File: config.mk
export PLATFORM = sky130hd
export DESIGN_NAME = lpr_cell
export DESIGN_NICKNAME = d
export VERILOG_FILES = /design/src/hw/rtl/longest_prefix_route_lookup_defines.svh /design/src/hw/rtl/lpr_pkg.sv /design/src/hw/rtl/lpr_cell.sv
export SDC_FILE = /design/constraint.sdc
export NUM_CORES = 1
export LEC_CHECK = 0
export BUFFER_PORTS_ARGS = -buffer_cell sky130_fd_sc_hd__buf_2
export CAP_MARGIN = 40
export CORE_MARGIN = 2
export CORE_UTILIZATION = 53
export CTS_BUF_LIST = sky130_fd_sc_hd__clkbuf_4
export CTS_CLUSTER_SIZE = 14
export DETAILED_ROUTE_END_ITERATION = 6
export PLACE_DENSITY = 0.94
export SKIP_LAST_GASP = 1
export SLEW_MARGIN = 20
export SYNTH_ARGS = -nofsm -noshare
export SYNTH_HDL_FRONTEND = slang
export SYNTH_SLANG_ARGS = --single-unit
File: constraint.sdc
create_clock -name clk -period 3.25 [get_ports clk]
set_input_delay 0.4875 -clock clk [delete_from_list [all_inputs] [get_ports clk]]
set_output_delay 0.4875 -clock clk [all_outputs]
set_load 0.05 [all_outputs]
File: src/hw/rtl/longest_prefix_route_lookup_defines.svh
// ----------------------------------------------------------------------------
// Assertion macros for the route lookup block
// Concurrent checks that are compiled out when SYNTHESIS is set.
// ----------------------------------------------------------------------------
`ifndef LONGEST_PREFIX_ROUTE_LOOKUP_DEFINES_SVH
`define LONGEST_PREFIX_ROUTE_LOOKUP_DEFINES_SVH

`ifndef SYNTHESIS

// condition must hold on every clock edge out of reset
`define LPR_ASSERT_HOLDS(lbl, clk, rst_n, cond) \
	lbl: assert property (@(posedge clk) disable iff (!(rst_n)) (cond)) \
		else $error("lpr: invariant violated");

// same-cycle implication
`define LPR_ASSERT_IMPL(lbl, clk, rst_n, ante, cons) \
	lbl: assert property (@(posedge clk) disable iff (!(rst_n)) (ante) |-> (cons)) \
		else $error("lpr: implication violated");

// next-cycle implication
`define LPR_ASSERT_NEXT(lbl, clk, rst_n, ante, cons) \
	lbl: assert property (@(posedge clk) disable iff (!(rst_n)) (ante) |=> (cons)) \
		else $error("lpr: next-cycle check violated");

`else

`define LPR_ASSERT_HOLDS(lbl, clk, rst_n, cond)
`define LPR_ASSERT_IMPL(lbl, clk, rst_n, ante, cons)
`define LPR_ASSERT_NEXT(lbl, clk, rst_n, ante, cons)

`endif

`endif

File: src/hw/rtl/lpr_pkg.sv
// ----------------------------------------------------------------------------
// lpr_pkg
// Shared constants, types and helpers of the route lookup cell chain.
// ----------------------------------------------------------------------------
`default_nettype none

package lpr_pkg;

	localparam int TABLE_DEPTH = 64;
	localparam int IDX_W       = (TABLE_DEPTH > 1) ? $clog2(TABLE_DEPTH) : 1;
	localparam int CNT_W       = $clog2(TABLE_DEPTH + 1);
	localparam int ADDR_W      = 32;
	localparam int PORT_W      = 4;
	localparam int LEN_W       = 6;

	typedef enum logic {
		CMD_INSERT = 1'b0,
		CMD_LOOKUP = 1'b1
	} lpr_cmd_t;

	// One request as it travels down the chain. For an insert the route
	// fields carry the new entry and cnt is its slot; for a lookup they
	// carry the best match so far and cnt is the fill count at entry.
	typedef struct packed {
		lpr_cmd_t            cmd;
		logic                full;
		logic                hit;
		logic [ADDR_W-1:0]   addr;
		logic [ADDR_W-1:0]   dest;
		logic [ADDR_W-1:0]   gw;
		logic [ADDR_W-1:0]   mask;
		logic [PORT_W-1:0]   port;
		logic [LEN_W-1:0]    len;
		logic [CNT_W-1:0]    cnt;
	} lpr_item_t;

	// Ones count of a mask as a five level adder tree
	function automatic logic [LEN_W-1:0] popcount32(input logic [ADDR_W-1:0] v);
		logic [1:0] l1 [16];
		logic [2:0] l2 [8];
		logic [3:0] l3 [4];
		logic [4:0] l4 [2];
		for (int i = 0; i < 16; i++) begin
			l1[i] = {1'b0, v[2*i]} + {1'b0, v[2*i+1]};
		end
		for (int i = 0; i < 8; i++) begin
			l2[i] = {1'b0, l1[2*i]} + {1'b0, l1[2*i+1]};
		end
		for (int i = 0; i < 4; i++) begin
			l3[i] = {1'b0, l2[2*i]} + {1'b0, l2[2*i+1]};
		end
		for (int i = 0; i < 2; i++) begin
			l4[i] = {1'b0, l3[2*i]} + {1'b0, l3[2*i+1]};
		end
		return {1'b0, l4[0]} + {1'b0, l4[1]};
	endfunction

endpackage

`default_nettype wire

File: src/hw/rtl/lpr_cell.sv
// ----------------------------------------------------------------------------
// lpr_cell
// One route slot of the chain: holds an entry, claims the insert aimed at
// its slot and improves the best match of each passing lookup.
// ----------------------------------------------------------------------------
`default_nettype none

module lpr_cell (
	input  wire logic                    clk,
	input  wire logic                    arst_n,
	input  wire logic                    adv,
	input  wire logic [lpr_pkg::IDX_W-1:0] slot,
	input  wire logic                    prev_valid,
	input  wire lpr_pkg::lpr_item_t      prev_item,
	output logic                         next_valid,
	output lpr_pkg::lpr_item_t           next_item
);
	import lpr_pkg::*;

	logic [ADDR_W-1:0] dest_q;
	logic [ADDR_W-1:0] gw_q;
	logic [ADDR_W-1:0] mask_q;
	logic [PORT_W-1:0] port_q;
	logic [LEN_W-1:0]  len_q;

	logic              valid_q;
	lpr_item_t         item_q;
	lpr_item_t         upd;
	logic [CNT_W-1:0]  slot_ext;
	logic              claim;
	logic              better;

	assign slot_ext = CNT_W'(slot);

	// insert aimed at this slot
	assign claim = prev_valid && (prev_item.cmd == CMD_INSERT) && (prev_item.cnt == slot_ext);

	// lookup: slot filled, masked compare, strictly longer prefix wins
	assign better = (prev_item.cmd == CMD_LOOKUP) && (slot_ext < prev_item.cnt)
		&& (((prev_item.addr ^ dest_q) & mask_q) == '0)
		&& (!prev_item.hit || (len_q > prev_item.len));

	always_comb begin
		upd = prev_item;
		if (better) begin
			upd.hit  = 1'b1;
			upd.dest = dest_q;
			upd.gw   = gw_q;
			upd.mask = mask_q;
			upd.port = port_q;
			upd.len  = len_q;
		end
	end

	// entry storage
	always_ff @(posedge clk) begin
		if (adv && claim) begin
			dest_q <= prev_item.dest;
			gw_q   <= prev_item.gw;
			mask_q <= prev_item.mask;
			port_q <= prev_item.port;
			len_q  <= prev_item.len;
		end
	end

	// hand-off to the next cell
	always_ff @(posedge clk or negedge arst_n) begin
		if (!arst_n) begin
			valid_q <= 1'b0;
		end else if (adv) begin
			valid_q <= prev_valid;
		end
	end

	always_ff @(posedge clk) begin
		if (adv) begin
			item_q <= upd;
		end
	end

	assign next_valid = valid_q;
	assign next_item  = item_q;

endmodule

`default_nettype wire

Word-level counts from Yosys, hierarchy flattened
Cells that the tools add are included.

storage, ports and cells
  register bits after elaboration = 255
  input port bits = 158
  output and inout port bits = 149
  logic and storage cells = 32

cells by class
  magnitude comparators = 2
  equal/unequal tests = 1
  muxes and demuxes = 1
  bitwise gates (word level) = 3
  reductions and logical operators = 9

operators by type and width
  cell                                            count
  106-bit 2-to-1 mux                              1
  32-bit AND                                      1
  32-bit logical NOT                              1
  32-bit XOR                                      1
  7-bit by 6-bit equality test with 1-bit output  1
  6-bit by 7-bit < comparator with 1-bit output   1
  6-bit greater-than comparator                   1
  1-bit logical AND                               6
  1-bit logical NOT                               1
  1-bit logical OR                                1
  1-bit inverter                                  1

Longest topological paths before layout
Gate-level depths: netlist (run 1).

  depth after elaboration = 6
  gate-level depth with buffers = 10
  mapped depth without buffers = 8

Worst setup path before layout (run 1)
No wires, ideal clock.

  path kind = in2reg
  from = input port prev_item[4] (netlist bit)
  to = register dest_q[0], enable pin
  setup time = 0.701 ns
  arrival time = 8.116 ns
  data required time = 2.549 ns
  setup slack = -5.567 ns
  stages = 4
  buffers on the path = 0
  cells stage by stage = inv_1 > ha_1 > nand4b_1 > nor3_1

on the way
  longest elaborated chain between the ends = 3

ends and longest elaborated chain
  what                                            RTL line        RTL
  start, declared                                 lpr_cell.sv:14  input wire lpr_pkg::lpr_item_t prev_item,
  7-bit by 6-bit equality test with 1-bit output  lpr_cell.sv:36  assign claim = prev_valid && (prev_item.cmd == CMD_INSERT) && (prev_item.cnt == slot_ext);
  1-bit logical AND                               lpr_cell.sv:36
  1-bit logical AND                               lpr_cell.sv:57  if (adv && claim) begin
  end signal, assigned                            lpr_cell.sv:58  dest_q <= prev_item.dest;
  end, declared                                   lpr_cell.sv:20  logic [ADDR_W-1:0] dest_q;

No other way between the ends.
A chain may end at the register's enable or synchronous reset.

==> flow_summary.toml, run 1 <==
[outcome]
status = "finished, final reports clean"

[cells_and_area]
nFillCells = 1109
layout-drive-gt1-share_pct = 58.90
multi_input_area_mm2 = 0.002142
area_growth_pct = 29.10
seqCellArea_mm2 = 0.007652
num-nets-final = 1026
final_util_pct = 70.41

[floorplan]
dieArea_mm2 = 0.01972
rows = 49
die_h_um = 140.4
initial_core_util_pct = 54.54
fp.coreArea_mm2 = 0.01809
fp.dieW_um = 140.4
pin_count = 307

[clock_tree]
path_clk_slew_ns = 0.06
cts_resized = 0
clock-sinks = 255
post_cts_buffers = 0
cts_buffers = 66
ctsHoldBuffers = 10
cts_root_buf = "clkbuf_4"
insertion_delay_ns = 0.62
clock_path_buffers = 3
cts_tree = "done"
cts_htree_levels = 3

[global_route]
grt_overflow = 0
met1_usage_pct = 25.22
grt_usage_pct = 22.22
antenna_found_initial = 4
grt-busiest-layer = "met2"
grt_pass1_wl_um = 33490
gr-usage-met2_pct = 38.39
grt_pass1_vias = 6254
met3_usage_pct = 8.205
grt_max_degree = 150

[synthesis]
synth_top_area_cell = "edfxtp_1"
syn-mean-instance-area_um2 = 20.77
syn-instance-count = 475
synth.area.top_cells = "edfxtp_1 (77%), mux2_2 (7.6%), mux2_4 (6.1%)"
synth_area_mm2 = 0.009864
synth_top_area_share_pct = 77.32
synth.distinct_cells = 25
syn_nets = 645
yosysWarnings = 0
synth_seq_cells = 255
ys_seq_area_share_pct = 77.57

[detailed_routing]
wl_um = 22440
viasPerCell = 5.227
drtPass1Iterations = 4
vias = 5854
ant_nets = 0
drc = 0
drt_iter0_drc = 265
wl_per_cell_um = 20.04

[sta]
setup_viol = 0
finalHoldViolations = 0
setup_tns_ns = 0
fin_crit_ns = 2.695
maxSlewViolCount = 0
rsz0062_at_grt = "false"
worst_slew_pin_slew_ns = 1.034
fmax_mhz = 371.1
maxSlewHeadroom_pct = 31.09
timing.final.crit_share_pct = 82.92
fin_ws_ns = 0.5551
fin_skew_ns = 0.04066

[place]
hpwl_um = 15040
io_buffer_count = 306
gp_congestion = 0.8188
pre_cts_ws_ns = 0.3661

[power_and_ir_drop]
cellLeakagePower_uw = 0.005297
power_density_mw_per_mm2 = 582.1
vdd_drop_max_v = 0.0004208

[min_path]
holdCritPathClass = "in -> reg"

[worst_setup_path]
critical_path_arrival_ns = 3.04
critical_path.cell_chain = "xor2_1 -> a22oi_1 -> nand4_1 -> nor4_2 -> nand4_4 -> buf_12 -> mux2_4"
crit_path_end_kind = "flip-flop"
crit_type = "reg -> reg"
max_stage_delay_ns = 0.47
worstSetupStartpointType = "flip-flop"
cpMaxStageDelayCell = "nor4_2"
worstPathRequired_ns = 3.60
crit_fanout = 55

[run]
max_cap_violations = 0
through the flow:
stage	cell area, um^2	total power (uW)	std cells	hold slack, ns
after global routing	12730	7703	1120	0.002145
after CTS	12690	7485	1113	0.0005787
after floorplan	9931	4383	475	0.1919
final	12730	7413	1120	0.06279
after global placement	11770	4670	1003	0.2762
after detailed placement	11770	4697	1003	0.2765
routing by layer:
layer | routed length (um) | up-vias
met5 | 13 | -
met4 | 538 | 2
met3 | 1870 | 40
met2 | 11520 | 263
met1 | 8499 | 2886
li1 | - | 2663
path summary, 6_finish.rpt:
kind	start	to	slack [ns]	cells after the start
setup reg to reg	dest_q[1]	next_item[104]	0.56	7
hold reg to reg	next_valid	next_valid	0.51	1
hold / removal	prev_item[44]	mask_q[27]	0.06	1
max in group asynchronous	arst_n	next_valid	2.94	2
setup / recovery	dest_q[1]	next_item[104]	0.56	7
min in group asynchronous	arst_n	next_valid	0.21	2
flip-flops by register name, summed over array words and instances, names as in the netlist:
register,cells
dest_q,32
next_item,148
gw_q,32
len_q,6
port_q,4
next_valid,1
mask_q,32
final cells by class:
class	count	share of cell area (%)
Tap cell	229	2.250
Antenna cell	3	0.05895
Inverter	14	0.5502
Multi-Input combinational cell	195	16.82
Sequential cell	255	60.09
Clock buffer	89	5.247
Clock inverter	11	1.179
Timing Repair Buffer	324	13.80
where the power goes:
group / total [uW] / internal (uW) / switching [uW]
Clock: 2770 / 1570 / 1200
Combinational: 859 / 248 / 611
Sequential: 3780 / 3750 / 30.2
Total: 7410 / 5570 / 1840
cell usage in the layout, fill, tap and decap left out, types with 2 or more instances in the layout:
| cell type | n |
|---|---|
| a21o_1 | 4 |
| a21oi_1 | 4 |
| a22oi_1 | 15 |
| buf_12 | 4 |
| buf_2 | 305 |
| bufinv_16 | 4 |
| clkbuf_4 | 89 |
| clkinv_1 | 3 |
| clkinv_2 | 3 |
| diode_2 | 3 |
| dlygate4sd3_1 | 14 |
| edfxtp_1 | 254 |
| ha_1 | 9 |
| ha_4 | 3 |
| inv_1 | 11 |
| inv_4 | 2 |
| mux2_2 | 67 |
| mux2_4 | 40 |
| nand2_1 | 4 |
| nand4_1 | 5 |
| nand4b_1 | 2 |
| nor2_1 | 2 |
| xor2_1 | 32 |
critical path: cells and delay by family (launching register included):
family          cells  cell delay, ns
flops               1            0.40
simple gates        3            0.86
buf+inv             1            0.25
xor+xnor            1            0.18
compound gates      1            0.35
mux                 1            0.33
logic make-up after synthesis:
logic type	share of synthesized area, %
buf+inv	1.294
flops	77.57
xor+xnor	2.841
mux	13.74
fa+ha+maj	1.522
simple gates	1.141
compound gates	1.890
cells in the mapped netlist (all sizes together):
cell	number
nand3	1
inv	14
a41o	1
o21ai	1
dfrtp	1
nand2b	1
nor4	1
nor3	1
a21oi	4
a21o	4
mux2	107
xor2	32
ha	12
nand4b	2
edfxtp	254
nand4	6
a22oi	15
o22a	1
nand2	4
buf	11
nor2	2
No activity file was read; power rests on OpenSTA's default activity.
==> run 2: changes to the inputs <==
--- a/config.mk
+++ b/config.mk
@@ -5,14 +5,15 @@
 export SDC_FILE = /design/constraint.sdc
 export NUM_CORES = 1
 export LEC_CHECK = 0
+export ABC_AREA = 1
 export BUFFER_PORTS_ARGS = -buffer_cell sky130_fd_sc_hd__buf_2
 export CAP_MARGIN = 40
 export CORE_MARGIN = 2
-export CORE_UTILIZATION = 53
+export CORE_UTILIZATION = 48
 export CTS_BUF_LIST = sky130_fd_sc_hd__clkbuf_4
 export CTS_CLUSTER_SIZE = 14
 export DETAILED_ROUTE_END_ITERATION = 6
-export PLACE_DENSITY = 0.94
+export PLACE_DENSITY = 0.9
 export SKIP_LAST_GASP = 1
 export SLEW_MARGIN = 20
 export SYNTH_ARGS = -nofsm -noshare
==> constraint.sdc (replaced) <==
create_clock -name clk -period 2.3 [get_ports clk]
set_input_delay 0.345 -clock clk [delete_from_list [all_inputs] [get_ports clk]]
set_output_delay 0.345 -clock clk [all_outputs]
set_load 0.05 [all_outputs]
==> flow_summary.toml, run 2 <==
[outcome]
status = "finished with violations"
violations = "negative setup slack"

[worst_setup_path]
critical_path_arrival_ns = 2.70
crit_type = "reg -> reg"
r2r_cells = 12
r2r_setup_slack_ns = -0.008
worstSetupStartpointType = "flip-flop"
r2r_start = "len_q[3]"
worstPathRequired_ns = 2.69
r2r-end = "next_item[15]"
crit_fanout = 15
crit_path_end_kind = "flip-flop"

[cells_and_area]
seqCellArea_mm2 = 0.007652
final_common_cell = "nand2_1"
final_util_pct = 70.34
num-nets-final = 1565
multi_input_area_mm2 = 0.002502
layout-drive-gt1-share_pct = 32.87
final_cell_mix = "nand2_1 (308), buf_2 (305), edfxtp_1 (254)"
area_growth_pct = 45.13
largest_reg_flops = 148
nFillCells = 1429

[clock_tree]
path_clk_slew_ns = 0.08
insertion_delay_ns = 0.67
cts_buffers = 66
cts_root_buf = "clkbuf_4"
clock-sinks = 255
cts_tree = "done"
clock_path_buffers = 3
cts_htree_levels = 3

[sta]
worst_slew_pin_slew_ns = 0.8804
finalHoldViolations = 0
fin_ws_ns = -0.007860
setup_tns_ns = -0.007860
maxSlewViolCount = 0
timing.final.crit_share_pct = 100.3
maxSlewHeadroom_pct = 41.31
fin_skew_ns = 0.06851
fmax_mhz = 433.3
fin_crit_ns = 2.308
setup_viol = 1
rsz0062_at_grt = "true"

[detailed_routing]
drc = 0
wl_per_cell_um = 20.34
drtPass1Iterations = 7
wl_um = 35010
vias = 9440
drt_iter0_drc = 909
viasPerCell = 5.485
ant_nets = 0

[global_route]
grt_pass1_vias = 9609
grt-busiest-layer = "met2"
grt_usage_pct = 28.15
grt_max_degree = 150
gr-usage-met2_pct = 48.73
antenna_found_initial = 2
met3_usage_pct = 7.245
met1_usage_pct = 32.53
grt_pass1_wl_um = 51140
grt_overflow = 0

[synthesis]
synth_seq_cells = 255
synth_common_cells = "nand2_1 (312), edfxtp_1 (254), nand4_1 (106)"
synth_area_mm2 = 0.01051
synth.distinct_cells = 25
synth-async-reset-ratio_pct = 0.3922
yosysMostFrequentCell = "nand2_1"
synth.area.top_cells = "edfxtp_1 (73%), nand2_1 (11%), nand4_1 (6.3%)"
synth_top_area_share_pct = 72.56
ys_seq_area_share_pct = 72.80
syn_nets = 1049
yosysWarnings = 0
syn-instance-count = 879
synth_edf_count = 254
synth-main-ff-cell = "edfxtp_1"
synth_top_area_cell = "edfxtp_1"
syn-mean-instance-area_um2 = 11.96

[floorplan]
rows = 54
dieArea_mm2 = 0.02310
fp.coreArea_mm2 = 0.02169
initial_core_util_pct = 48.47
pin_count = 307
fp.dieW_um = 152.0
die_h_um = 152.0

[min_path]
min_path_cells = 4
hold_path_end = "dest_q[18]"
min_from = "adv"
holdCritPathClass = "in -> reg"

[place]
pre_cts_ws_ns = -0.01460
io_buffer_count = 306
hpwl_um = 18840
gp_congestion = 0.8618

[power_and_ir_drop]
cellLeakagePower_uw = 0.006790
power_density_mw_per_mm2 = 727.6
vdd_drop_max_v = 0.0004694

[run]
max_cap_violations = 0
[run 2: per-layer routing]
| metal | share of wire, % | vias up | wire, um |
|---|---|---|---|
| met5 | 0 | - | 0 |
| met4 | 5.4 | 0 | 1888 |
| met2 | 50 | 700 | 17640 |
| li1 | - | 4162 | - |
| met3 | 9.6 | 158 | 3376 |
| met1 | 35 | 4420 | 12110 |
[run 2: report_power, final]
part           switching, uW  leakage [uW]  internal [uW]
registers               54.4       0.00241           5300
logic                   1020       0.00385            470
clock network           1900      0.000526           2350
[run 2: metrics by stage]
step | std cells | instance area [um^2] | hold slack (ns) | power [uW]
after floorplan | 879 | 10610 | 0.04941 | 6219
after global placement | 1437 | 12540 | 0.1220 | 6650
after detailed placement | 1437 | 12540 | 0.1253 | 6685
after CTS | 1701 | 14950 | 0.2811 | 11040
after global routing | 1721 | 15250 | 0.3344 | 11450
final | 1721 | 15250 | 0.3366 | 11100
[run 2: timing repair]
action                                  CTS  global route
hold buffers                            152             0
buffers inserted                          0            11
resized for setup                         0            10
endpoints found under the hold margin   254             0
endpoints found under the setup margin    0            77
[run 2: cell families after synthesis]
kind of cell	Yosys count	synth area share (%)
simple gates	491	20.63
flops	255	72.80
buf+inv	112	4.642
fa+ha+maj	12	1.428
compound gates	9	0.4999
[run 2: area by class of cell]
cell class | count | share of cell area, %
antenna | 2 | 0.03281
clock inverter | 10 | 0.7956
multi-input combinational | 512 | 16.40
sequential | 255 | 50.16
inverter | 68 | 1.722
clock buffer | 102 | 5.020
timing repair buffer | 492 | 23.56
tap | 280 | 2.297
[run 2: worst max-delay path by stage]
stage	start	slack [ns]	to	depth (start not counted)
final	len_q[3]	-0.008	next_item[15]	12
after global routing	len_q[3]	-0.03	next_item[12]	12
after CTS	prev_item[2]	0.13	next_item[16]	15
after detailed placement	prev_item[2]	-0.01	next_item[16]	14
after global placement	prev_item[2]	0.09	next_item[112]	14
after floorplan	prev_item[2]	-2.30	dest_q[0]	6
[run 2: worst max-delay path: stages, from the launching register on]
cell and delay (ns):
edfxtp_1 0.44, ha_4 0.30, nand2_1 0.06, nor2_2 0.14
o21ai_1 0.10, nand3_1 0.10, nand2_1 0.10, nand2_4 0.11
nand4_4 0.18, buf_12 0.19, clkbuf_16 0.18, nand2_1 0.08
nand2_1 0.07
